**src/design/imadec_pkg.sv**
```systemverilog
// Shared types, constants and tables for the IMA ADPCM voice decoder.
`default_nettype none

package imadec_pkg;

   localparam int unsigned STEP_MAX = 88;
   localparam int unsigned IDX_W = 7;
   localparam int unsigned STEP_W = 15;
   localparam int unsigned DIFF_W = 17;
   localparam int unsigned SAMPLE_W = 16;
   localparam int unsigned ENV_W = 8;
   localparam int unsigned VOL_W = 7;
   localparam int unsigned ENV_SHIFT = 8;
   localparam int unsigned VOL_SHIFT = 7;

   localparam logic [VOL_W-1:0] VOL_RESET = 7'd127;
   localparam logic [IDX_W-1:0] IDX_LIMIT = 7'd88;

   // saturation bounds at the width of the predictor sum
   localparam logic signed [18:0] SUM_MAX = 19'sd32767;
   localparam logic signed [18:0] SUM_MIN = -19'sd32768;

   typedef enum logic [2:0] {
      ST_IDLE,
      ST_PRED,
      ST_ENV,
      ST_VOL,
      ST_OUT
   } state_type;

   typedef enum logic [1:0] {
      ALU_ADD,
      ALU_SUB,
      ALU_MUL_ENV,
      ALU_MUL_VOL
   } alu_op_type;

   // step size for each step index
   function automatic logic [STEP_W-1:0] step_size(input logic [IDX_W-1:0] idx);
      logic [STEP_W-1:0] val;
      begin
         case (idx)
            7'd0: val = 15'd7;       7'd1: val = 15'd8;       7'd2: val = 15'd9;
            7'd3: val = 15'd10;      7'd4: val = 15'd11;      7'd5: val = 15'd12;
            7'd6: val = 15'd13;      7'd7: val = 15'd14;      7'd8: val = 15'd16;
            7'd9: val = 15'd17;      7'd10: val = 15'd19;     7'd11: val = 15'd21;
            7'd12: val = 15'd23;     7'd13: val = 15'd25;     7'd14: val = 15'd28;
            7'd15: val = 15'd31;     7'd16: val = 15'd34;     7'd17: val = 15'd37;
            7'd18: val = 15'd41;     7'd19: val = 15'd45;     7'd20: val = 15'd50;
            7'd21: val = 15'd55;     7'd22: val = 15'd60;     7'd23: val = 15'd66;
            7'd24: val = 15'd73;     7'd25: val = 15'd80;     7'd26: val = 15'd88;
            7'd27: val = 15'd97;     7'd28: val = 15'd107;    7'd29: val = 15'd118;
            7'd30: val = 15'd130;    7'd31: val = 15'd143;    7'd32: val = 15'd157;
            7'd33: val = 15'd173;    7'd34: val = 15'd190;    7'd35: val = 15'd209;
            7'd36: val = 15'd230;    7'd37: val = 15'd253;    7'd38: val = 15'd279;
            7'd39: val = 15'd307;    7'd40: val = 15'd337;    7'd41: val = 15'd371;
            7'd42: val = 15'd408;    7'd43: val = 15'd449;    7'd44: val = 15'd494;
            7'd45: val = 15'd544;    7'd46: val = 15'd598;    7'd47: val = 15'd658;
            7'd48: val = 15'd724;    7'd49: val = 15'd796;    7'd50: val = 15'd876;
            7'd51: val = 15'd963;    7'd52: val = 15'd1060;   7'd53: val = 15'd1166;
            7'd54: val = 15'd1282;   7'd55: val = 15'd1411;   7'd56: val = 15'd1552;
            7'd57: val = 15'd1707;   7'd58: val = 15'd1878;   7'd59: val = 15'd2066;
            7'd60: val = 15'd2272;   7'd61: val = 15'd2499;   7'd62: val = 15'd2749;
            7'd63: val = 15'd3024;   7'd64: val = 15'd3327;   7'd65: val = 15'd3660;
            7'd66: val = 15'd4026;   7'd67: val = 15'd4428;   7'd68: val = 15'd4871;
            7'd69: val = 15'd5358;   7'd70: val = 15'd5894;   7'd71: val = 15'd6484;
            7'd72: val = 15'd7132;   7'd73: val = 15'd7845;   7'd74: val = 15'd8630;
            7'd75: val = 15'd9493;   7'd76: val = 15'd10442;  7'd77: val = 15'd11487;
            7'd78: val = 15'd12635;  7'd79: val = 15'd13899;  7'd80: val = 15'd15289;
            7'd81: val = 15'd16818;  7'd82: val = 15'd18500;  7'd83: val = 15'd20350;
            7'd84: val = 15'd22385;  7'd85: val = 15'd24623;  7'd86: val = 15'd27086;
            7'd87: val = 15'd29794;  7'd88: val = 15'd32767;
            default: val = 15'd32767;
         endcase
         return val;
      end
   endfunction

   // signed step index adjustment for the magnitude bits of a code
   function automatic logic signed [7:0] index_move(input logic [2:0] mag);
      logic signed [7:0] mv;
      begin
         case (mag)
            3'd4: mv = 8'sd2;
            3'd5: mv = 8'sd4;
            3'd6: mv = 8'sd6;
            3'd7: mv = 8'sd8;
            default: mv = -8'sd1;
         endcase
         return mv;
      end
   endfunction

endpackage

`default_nettype wire

```
**src/design/imadec_alu.sv**
```systemverilog
// Shared arithmetic unit: saturating add/subtract and scale-by-shift multiply.
`default_nettype none

module imadec_alu (
   input  imadec_pkg::alu_op_type           op,
   input  logic signed [imadec_pkg::SAMPLE_W-1:0] opnd_a,
   input  logic [imadec_pkg::DIFF_W-1:0]    opnd_b,
   output logic signed [imadec_pkg::SAMPLE_W-1:0] result
);

   logic signed [18:0] sum;
   logic signed [24:0] prod;
   logic signed [24:0] shifted;

   always_comb begin
      sum = '0;
      prod = '0;
      shifted = '0;
      result = '0;
      case (op)
         imadec_pkg::ALU_ADD,
         imadec_pkg::ALU_SUB: begin
            // widen both sides, then clamp to the 16-bit sample range
            if (op == imadec_pkg::ALU_SUB) begin
               sum = $signed({{3{opnd_a[15]}}, opnd_a}) - $signed({2'b00, opnd_b});
            end else begin
               sum = $signed({{3{opnd_a[15]}}, opnd_a}) + $signed({2'b00, opnd_b});
            end
            if (sum > imadec_pkg::SUM_MAX) begin
               result = 16'sh7FFF;
            end else if (sum < imadec_pkg::SUM_MIN) begin
               result = -16'sh8000;
            end else begin
               result = sum[15:0];
            end
         end
         imadec_pkg::ALU_MUL_ENV,
         imadec_pkg::ALU_MUL_VOL: begin
            // 16 x 9 signed multiply, floor shift; result always fits 16 bits
            prod = $signed({{9{opnd_a[15]}}, opnd_a}) * $signed({17'b0, opnd_b[7:0]});
            if (op == imadec_pkg::ALU_MUL_ENV) begin
               shifted = prod >>> imadec_pkg::ENV_SHIFT;
            end else begin
               shifted = prod >>> imadec_pkg::VOL_SHIFT;
            end
            result = shifted[15:0];
         end
         default: begin
            result = '0;
         end
      endcase
   end

endmodule

`default_nettype wire

```
**src/design/ima_adpcm_voice_decoder.sv**
```systemverilog
// Top level of the IMA ADPCM voice decoder: sequencer, state and result registers.
`default_nettype none

// Decodes one 4-bit IMA ADPCM code per beat into a 16-bit predictor, the new
// step index and the predictor scaled by the envelope level (>>8) and the
// channel volume (>>7). A set restart bit clears predictor and step index
// before the code is decoded. Each code runs through ST_IDLE, which takes the
// beat, then ST_PRED, ST_ENV and ST_VOL, three passes through the single
// shared arithmetic unit (predictor update, envelope multiply, volume
// multiply), and ST_OUT, which hands over the result and waits for rsp_ready.
// req_ready is high only while no code is in flight. The channel volume is
// written through csr_wr_en/csr_wr_data at any idle time and resets to 127.
module ima_adpcm_voice_decoder (
   input  logic        clock,
   input  logic        reset,
   input  logic        req_valid,
   output logic        req_ready,
   input  logic [3:0]  req_code_nibble,
   input  logic        req_restart,
   input  logic [7:0]  req_env_level,
   output logic        rsp_valid,
   input  logic        rsp_ready,
   output logic signed [15:0] rsp_scaled_sample,
   output logic signed [15:0] rsp_predictor_value,
   output logic [6:0]  rsp_step_position,
   input  logic        csr_wr_en,
   input  logic [6:0]  csr_wr_data
);

   imadec_pkg::state_type  state_ff, state_in;
   imadec_pkg::alu_op_type alu_op;

   logic signed [15:0] predictor_ff, predictor_in;
   logic [6:0]         step_index_ff, step_index_in;
   logic signed [15:0] sample_ff, sample_in;
   logic [6:0]         volume_ff, volume_in;
   logic [3:0]         code_ff, code_in;
   logic [7:0]         env_ff, env_in;

   logic               req_fire;
   logic               rsp_fire;
   logic [14:0]        step;
   logic [16:0]        diff;
   logic signed [7:0]  idx_sum;
   logic signed [15:0] alu_a;
   logic [16:0]        alu_b;
   logic signed [15:0] alu_result;

   assign req_fire = req_valid && req_ready;
   assign rsp_fire = rsp_valid && rsp_ready;

   // next state
   always_comb begin
      state_in = state_ff;
      case (state_ff)
         imadec_pkg::ST_IDLE: begin
            if (req_fire) begin
               state_in = imadec_pkg::ST_PRED;
            end
         end
         imadec_pkg::ST_PRED: state_in = imadec_pkg::ST_ENV;
         imadec_pkg::ST_ENV:  state_in = imadec_pkg::ST_VOL;
         imadec_pkg::ST_VOL:  state_in = imadec_pkg::ST_OUT;
         imadec_pkg::ST_OUT: begin
            if (rsp_fire) begin
               state_in = imadec_pkg::ST_IDLE;
            end
         end
         default: state_in = imadec_pkg::ST_IDLE;
      endcase
   end

   // sequencer outputs: handshake and shared unit operation
   always_comb begin
      req_ready = 1'b0;
      rsp_valid = 1'b0;
      alu_op = imadec_pkg::ALU_ADD;
      case (state_ff)
         imadec_pkg::ST_IDLE: req_ready = 1'b1;
         imadec_pkg::ST_PRED: begin
            alu_op = code_ff[3] ? imadec_pkg::ALU_SUB : imadec_pkg::ALU_ADD;
         end
         imadec_pkg::ST_ENV: alu_op = imadec_pkg::ALU_MUL_ENV;
         imadec_pkg::ST_VOL: alu_op = imadec_pkg::ALU_MUL_VOL;
         imadec_pkg::ST_OUT: rsp_valid = 1'b1;
         default: begin
            req_ready = 1'b0;
         end
      endcase
   end

   // build the difference from the step size and magnitude bits
   always_comb begin
      step = imadec_pkg::step_size(step_index_ff);
      diff = {5'b0, step[14:3]};
      if (code_ff[0]) begin
         diff = diff + {4'b0, step[14:2]};
      end
      if (code_ff[1]) begin
         diff = diff + {3'b0, step[14:1]};
      end
      if (code_ff[2]) begin
         diff = diff + {2'b0, step};
      end
      idx_sum = $signed({1'b0, step_index_ff}) + imadec_pkg::index_move(code_ff[2:0]);
   end

   // steer operands into the shared unit
   always_comb begin
      alu_a = predictor_ff;
      alu_b = diff;
      case (state_ff)
         imadec_pkg::ST_ENV: alu_b = {9'b0, env_ff};
         imadec_pkg::ST_VOL: begin
            alu_a = sample_ff;
            alu_b = {10'b0, volume_ff};
         end
         default: begin
            alu_a = predictor_ff;
         end
      endcase
   end

   imadec_alu u_alu (
      .op     (alu_op),
      .opnd_a (alu_a),
      .opnd_b (alu_b),
      .result (alu_result)
   );

   // next values of the datapath registers
   always_comb begin
      predictor_in = predictor_ff;
      step_index_in = step_index_ff;
      sample_in = sample_ff;
      code_in = code_ff;
      env_in = env_ff;
      volume_in = csr_wr_en ? csr_wr_data : volume_ff;
      case (state_ff)
         imadec_pkg::ST_IDLE: begin
            if (req_fire) begin
               code_in = req_code_nibble;
               env_in = req_env_level;
               if (req_restart) begin
                  predictor_in = '0;
                  step_index_in = '0;
               end
            end
         end
         imadec_pkg::ST_PRED: begin
            predictor_in = alu_result;
            // clamp the new step index to the table range
            if (idx_sum < 8'sd0) begin
               step_index_in = '0;
            end else if (idx_sum > $signed({1'b0, imadec_pkg::IDX_LIMIT})) begin
               step_index_in = imadec_pkg::IDX_LIMIT;
            end else begin
               step_index_in = idx_sum[6:0];
            end
         end
         imadec_pkg::ST_ENV: sample_in = alu_result;
         imadec_pkg::ST_VOL: sample_in = alu_result;
         default: begin
            sample_in = sample_ff;
         end
      endcase
   end

   // control and decoder state
   always_ff @(posedge clock) begin
      if (reset) begin
         state_ff <= imadec_pkg::ST_IDLE;
         predictor_ff <= '0;
         step_index_ff <= '0;
         volume_ff <= imadec_pkg::VOL_RESET;
      end else begin
         state_ff <= state_in;
         predictor_ff <= predictor_in;
         step_index_ff <= step_index_in;
         volume_ff <= volume_in;
      end
   end

   // beat payload and working sample
   always_ff @(posedge clock) begin
      code_ff <= code_in;
      env_ff <= env_in;
      sample_ff <= sample_in;
   end

   assign rsp_scaled_sample = sample_ff;
   assign rsp_predictor_value = predictor_ff;
   assign rsp_step_position = step_index_ff;

`ifndef SYNTHESIS
   a_accept_starts: assert property (@(posedge clock) disable iff (reset)
      req_fire |=> state_ff == imadec_pkg::ST_PRED)
      else $error("accepted beat did not start decoding");

   a_restart_clears: assert property (@(posedge clock) disable iff (reset)
      (req_fire && req_restart) |=> (predictor_ff == 16'sd0 && step_index_ff == 7'd0))
      else $error("restart did not clear decoder state");

   a_one_side: assert property (@(posedge clock) disable iff (reset)
      !(req_ready && rsp_valid))
      else $error("input taken while a result is pending");

   a_vol_to_out: assert property (@(posedge clock) disable iff (reset)
      state_ff == imadec_pkg::ST_VOL |=> rsp_valid)
      else $error("result not presented after volume scaling");

   a_index_range: assert property (@(posedge clock) disable iff (reset)
      step_index_ff <= imadec_pkg::IDX_LIMIT)
      else $error("step index out of table range");
`endif

endmodule

`default_nettype wire
```
**config.mk**
```make
export PLATFORM = sky130hd
export DESIGN_NAME = ima_adpcm_voice_decoder
export DESIGN_NICKNAME = d
export VERILOG_FILES = /design/src/design/imadec_pkg.sv /design/src/design/imadec_alu.sv /design/src/design/ima_adpcm_voice_decoder.sv
export SDC_FILE = /design/constraint.sdc
export NUM_CORES = 1
export LEC_CHECK = 0
export ABC_AREA = 1
export BUFFER_PORTS_ARGS = -buffer_cell sky130_fd_sc_hd__buf_2
export CAP_MARGIN = 20
export CORE_MARGIN = 2
export CORE_UTILIZATION = 40
export CTS_CLUSTER_SIZE = 28
export DETAILED_ROUTE_END_ITERATION = 8
export SYNTH_ARGS = -nofsm -noshare
export SYNTH_HDL_FRONTEND = slang
export SYNTH_SLANG_ARGS = --single-unit
```
**constraint.sdc**
```tcl
create_clock -name clock -period 9.3 [get_ports clock]
set_input_delay 0.465 -clock clock [delete_from_list [all_inputs] [get_ports clock]]
set_output_delay 0.465 -clock clock [all_outputs]
set_load 0.02 [all_outputs]
```
==> results of run 1 <==
[flip-flops by register name, summed over array words and instances (netlist names)]
signal	cells
rsp_step_position	7
rsp_scaled_sample	16
volume_ff	7
code_ff	4
env_ff	8
step	15
state_ff	3
rsp_predictor_value	16
[through the flow]
stage | worst slack, ns | cell area (µm²)
after global routing | 0.00240 | 14700
after floorplan | 1.71 | 13700
after CTS | 0.345 | 14700
final | 0.686 | 14700
after detailed placement | 0.362 | 14400
after global placement | 0.423 | 14400
[metal layers]
layer,vias up,part of all wire,track usage
met5,-,0,0
met1,6414,0.44,0.321
met4,0,0.031,0.0853
li1,6664,-,-
met3,77,0.045,0.0295
met2,404,0.48,0.440
[timing repair]
| action | in CTS | in global routing |
|---|---|---|
| gates resized for setup | 0 | 6 |
| hold buffers | 0 | 0 |
| buffers inserted | 0 | 5 |
| setup endpoints to repair | 0 | 23 |
[report_power, final]
part	switching (mW)	internal [mW]	total, mW
clock network	0.163	0.201	0.364
registers	0.0587	0.444	0.503
logic	2.14	1.11	3.25
total	2.36	1.76	4.12
[Yosys cell counts, drive strengths merged (4+ instances only)]
cell,number
a31oi,11
o21ai,105
nand3b,6
o31ai,7
buf,24
nand3,193
nor3,21
a21o,6
ha,128
o211ai,17
clkbuf,31
dfxtp,48
o21a,4
or2,19
a21oi,135
nor2,175
edfxtp,28
nand4,20
xor2,33
nand2,527
inv,360
fa,104
and2,11
xnor2,24
[cell type report]
class	count	area, µm²	share of cell area
multi-input combinational	1568	10300	0.697
sequential	76	1800	0.122
inverter	363	1380	0.0934
tap	448	561	0.0380
timing repair buffer	78	423	0.0287
clock buffer	10	250	0.0170
clock inverter	6	50.0	0.00340
[final timing paths]
kind / startpoint / end / slack [ns] / cells after the start
worst min-delay path: req_env_level[1] / env_ff[1] / 0.27 / 1
worst max-delay path: step[3] / rsp_scaled_sample[15] / 0.69 / 43
worst min register to register: volume_ff[2] / volume_ff[2] / 0.46 / 2
worst max register to register: step[3] / rsp_scaled_sample[15] / 0.69 / 43
[kinds of logic (layout without fill, tap and decap cells)]
| family | after synthesis | after routing | synth area share |
|---|---|---|---|
| AO/OA/AOI/OAI | 304 | 304 | 0.127 |
| XOR/XNOR | 57 | 57 | 0.0364 |
| adder cells (fa/ha/maj) | 232 | 232 | 0.269 |
| buffers and inverters | 418 | 457 | 0.120 |
| flip-flops | 76 | 76 | 0.131 |
| multiplexers | 1 | 1 | 0.000730 |
| AND/OR/NAND/NOR | 974 | 974 | 0.316 |
==> metrics.cfg, run 1 <==
[sta]
fin_tns_setup_ns = 0
min_period_over_period = 0.926
fmax_ghz = 0.116
tightest_slew_ns = 1.09
period_needed_ns = 8.61
finalSetupViolations = 0
relSlewSlack = 0.269
fin_skew_ns = 0.0118
rsz0062_at_grt = no
hold_ws_ns = 0.267
final_hold_viol_count = 0
slew_viol_final = 0

[floorplan]
boundaryPins = 66
die_area_um2 = 35800
start_util = 0.408
fp.dieW_um = 189
rows = 67
core_um2 = 33600
die_h_um = 189

[place]
gp_congestion = 0.928
portBuffers = 65
dp_cells = 2528
dpl.hpwl_um = 36100

[grt]
gr-total-overflow = 0
grt_max_degree = 38
grt_first_pass_wirelength_um = 70700
grt_pass1_vias = 13300
gr-usage-all-layers = 0.252
antenna_found_initial = 0

[finish]
areaGrowthSynthToFinish_pct = 7.48
final_common_cell = nand2_1
layout-drive-gt1-share = 0.0890
n_antenna_cell = 0
layout.nets = 2353
fillerInstances = 3610
final_util = 0.438
final_cell_mix = nand2_1 (509), inv_1 (348), nand3_1 (171)
layout.cells.non_filler = 2549

[power_and_ir_drop]
p_leak_nw = 7.71
vdd_drop_max_uv = 172
finalPower_mw = 4.12
power_density_nw_per_um2 = 279

[clocking]
root_buffer = clkbuf_16
htreeDepth = 3
clock_path_buffers = 2
cts_tree = done
clk-insertion-delay-late_ns = 0.37
cts_buffers = 9
cts.sink_count = 76
clkTransAtPathRegs_ns = 0.06

[worst_setup_path]
path_class = reg2reg
cp.buffers_inverters = 5
cp-start-kind = register
path_max_fanout = 19
cp-end-kind = register
crit_family = adder cells
cp.required_ns = 9.42
arrival_ns = 8.74
cpMaxStageDelayCell = fa_1
crit_top_cell = nand2_1
critPathMaxStageDelay_ns = 0.54

[detailed_routing]
drc_errors = 0
drt_iter0_drc = 965
first_pass_iters = 5
vias_per_cell = 5.32
wire_per_inst_um = 17.3
ant_nets = 0
totalWireLength_um = 44200
vias = 13600

[yosys]
synth_top_area_share = 0.152
syn_nets = 2319
synth_top_cell_by_area = fa_1
synth_edf_count = 28
synth_seq_cells = 76
async_reset_ff_frac = 0
synth_flop_cell = dfxtp_1
yosysSeqAreaShare = 0.131
yosys-top-cells-area = fa_1 (15%), nand2_1 (14%), ha_1 (12%)
synth_cells = 2062
ys_types = 60
avgSynthCellArea_um2 = 6.65
synth_area_um2 = 13700
yosys_warnings = 0

[min_path]
hold_path.class = in2reg

[run]
maxCapViolations = 0

[run_status]
run_status = complete, no violations

Note: power is estimated with default switching activity, not from simulation.
==> run 2: changes to the inputs <==
CTS_BUF_LIST = sky130_fd_sc_hd__clkbuf_2 sky130_fd_sc_hd__clkbuf_4 sky130_fd_sc_hd__clkbuf_8   (was default)
==> metrics.cfg, run 2 (synthesis results as in run 1) <==
[finish]
n_antenna_cell = 0  ; unchanged
layout-drive-gt1-share = 0.0890  ; unchanged
final_util = 0.436  ; -0.00260
final_cell_mix = nand2_1 (509), inv_1 (348), nand3_1 (171)
multi_input_area_um2 = 10300  ; about the same
layout.nets = 2353  ; unchanged
area.sequential_um2 = 1800  ; unchanged
areaGrowthSynthToFinish_pct = 6.84
final_common_cell = nand2_1
fillerInstances = 3628  ; +0.50%
design_area_um2 = 14600  ; -0.59%

[floorplan]
rows = 67  ; unchanged
die_h_um = 189  ; unchanged
boundaryPins = 66  ; unchanged
start_util = 0.408  ; unchanged
core_um2 = 33600  ; unchanged
die_area_um2 = 35800  ; unchanged
fp.dieW_um = 189  ; unchanged

[run_status]
run_status = complete, no violations

[sta]
relSlewSlack = 0.258  ; -0.0117
fmax_ghz = 0.116  ; about the same
min_period_over_period = 0.925  ; about the same
hold_ws_ns = 0.222  ; -0.0450 ns
fin_skew_ns = 0.0185  ; +0.00671 ns
final_hold_viol_count = 0  ; unchanged
fin_tns_setup_ns = 0  ; unchanged
finalSetupViolations = 0  ; unchanged
slew_viol_final = 0  ; unchanged
period_needed_ns = 8.61  ; -0.00746 ns
tightest_slew_ns = 1.11  ; +0.0175 ns
rsz0062_at_grt = no

[grt]
grt_max_degree = 38  ; unchanged
gr-usage-all-layers = 0.252  ; about the same
antenna_found_initial = 0  ; unchanged
grt_first_pass_wirelength_um = 70800  ; about the same
grt_pass1_vias = 13400  ; +0.13%
gr-total-overflow = 0  ; unchanged

[worst_setup_path]
endpoint = rsp_scaled_sample[15]
path_class = reg2reg
cp-end-kind = register
path_max_fanout = 12  ; -7
r2r_slack_ns = 0.69  ; about the same
cp.required_ns = 9.47  ; +0.05 ns
crit_start = step[3]
reg2reg_from = step[3]
ff2ff_path_depth = 43  ; unchanged
r2r-end = rsp_scaled_sample[15]
cpMaxStageDelayCell = fa_1
arrival_ns = 8.78  ; +0.04 ns
cp-start-kind = register
critPathMaxStageDelay_ns = 0.54  ; about the same
crit_top_cell = nand2_1

[min_path]
hold_path.class = in2reg

[clocking]
clock_path_buffers = 2  ; unchanged
cts.sink_count = 76  ; unchanged
root_buffer = clkbuf_8
clk-insertion-delay-late_ns = 0.42  ; +0.05 ns
clkTransAtPathRegs_ns = 0.09  ; +0.03 ns
hold_buffers = 0  ; unchanged
cts_tree = done
htreeDepth = 3  ; unchanged
cts_buffers = 9  ; unchanged

[power_and_ir_drop]
power_density_nw_per_um2 = 276  ; -1.4%
finalPower_mw = 4.04  ; -2.0%
p_leak_nw = 7.67  ; -0.57%
vdd_drop_max_uv = 204  ; +19%

[detailed_routing]
vias = 13500  ; -0.41%
wire_per_inst_um = 17.3  ; about the same
drt_iter0_drc = 962  ; -0.31%
drc_errors = 0  ; unchanged
ant_nets = 0  ; unchanged
vias_per_cell = 5.30  ; -0.41%
first_pass_iters = 6  ; +1
totalWireLength_um = 44200  ; about the same

[place]
portBuffers = 65  ; unchanged
gp_congestion = 0.928  ; unchanged
post_dp_cell_area_um2 = 14400  ; unchanged
dpl.hpwl_um = 36100  ; unchanged

[run]
maxCapViolations = 0  ; unchanged

==> run 2: cell types whose count changed in the layout (fill, tap and decap cells not counted) <==
cell       before  now
clkbuf_16      10    0
clkbuf_8        0    9
bufinv_16       0    1
nand2_4         6    5
nand2_8         0    1
==> run 2: critical path, delay by kind of cell (launching register included) <==
family	cells	cell delay [ns]
adder cells (fa/ha/maj)	9	3.62
XOR/XNOR	1	0.14
flip-flops	1	0.46
AO/OA/AOI/OAI	6	0.86
buffers and inverters	8	1.23
AND/OR/NAND/NOR	18	1.95
multiplexers	1	0.09
==> run 2: how the worst min path moves through the flow <==
stage,startpoint,endpoint,slack (ns),depth (start not counted)
6_report,req_env_level[1],env_ff[1],0.22,1
5_1_grt,req_env_level[6],env_ff[6],0.21,1
4_1_cts,req_env_level[1],env_ff[1],0.19,1
3_5_place_dp,volume_ff[0],volume_ff[0],0.44,2
3_3_place_gp,volume_ff[2],volume_ff[2],0.44,2
2_1_floorplan,volume_ff[0],volume_ff[0],0.43,2
==> run 2: repair_timing <==
item	in CTS	in global routing
resized for setup	0	7
setup endpoints to repair	0	23
buffers inserted	0	5
==> run 2: cell type report <==
cell class                      count  share of cell area
Clock buffer                        9             0.00846
Multi-Input combinational cell   1568               0.702
Sequential cell                    76               0.123
Inverter                          363              0.0940
Tap cell                          448              0.0383
Clock inverter                      7             0.00547
Timing Repair Buffer               78              0.0289
==> run 2: report_power, final <==
part           switching (mW)  internal (mW)  total (mW)
Clock                   0.150          0.128       0.278
Combinational            2.14           1.11        3.26
Sequential             0.0585          0.444       0.502
Total                    2.35           1.68        4.04
==> run 2: metal layers <==
metal  global-route usage  vias up  wire length, µm
met5                    0        -                0
met4               0.0950        0             1510
met2                0.437      415            21300
met1                0.321     6348            19200
li1                     -     6661                -
met3               0.0297       79             2130
==> run 2: metrics by stage <==
step	cells	setup slack (ns)
5_1_grt	2549	0.0288
2_1_floorplan	2062	1.71
3_5_place_dp	2528	0.362
3_3_place_gp	2528	0.423
4_1_cts	2544	0.344
6_report	2549	0.693
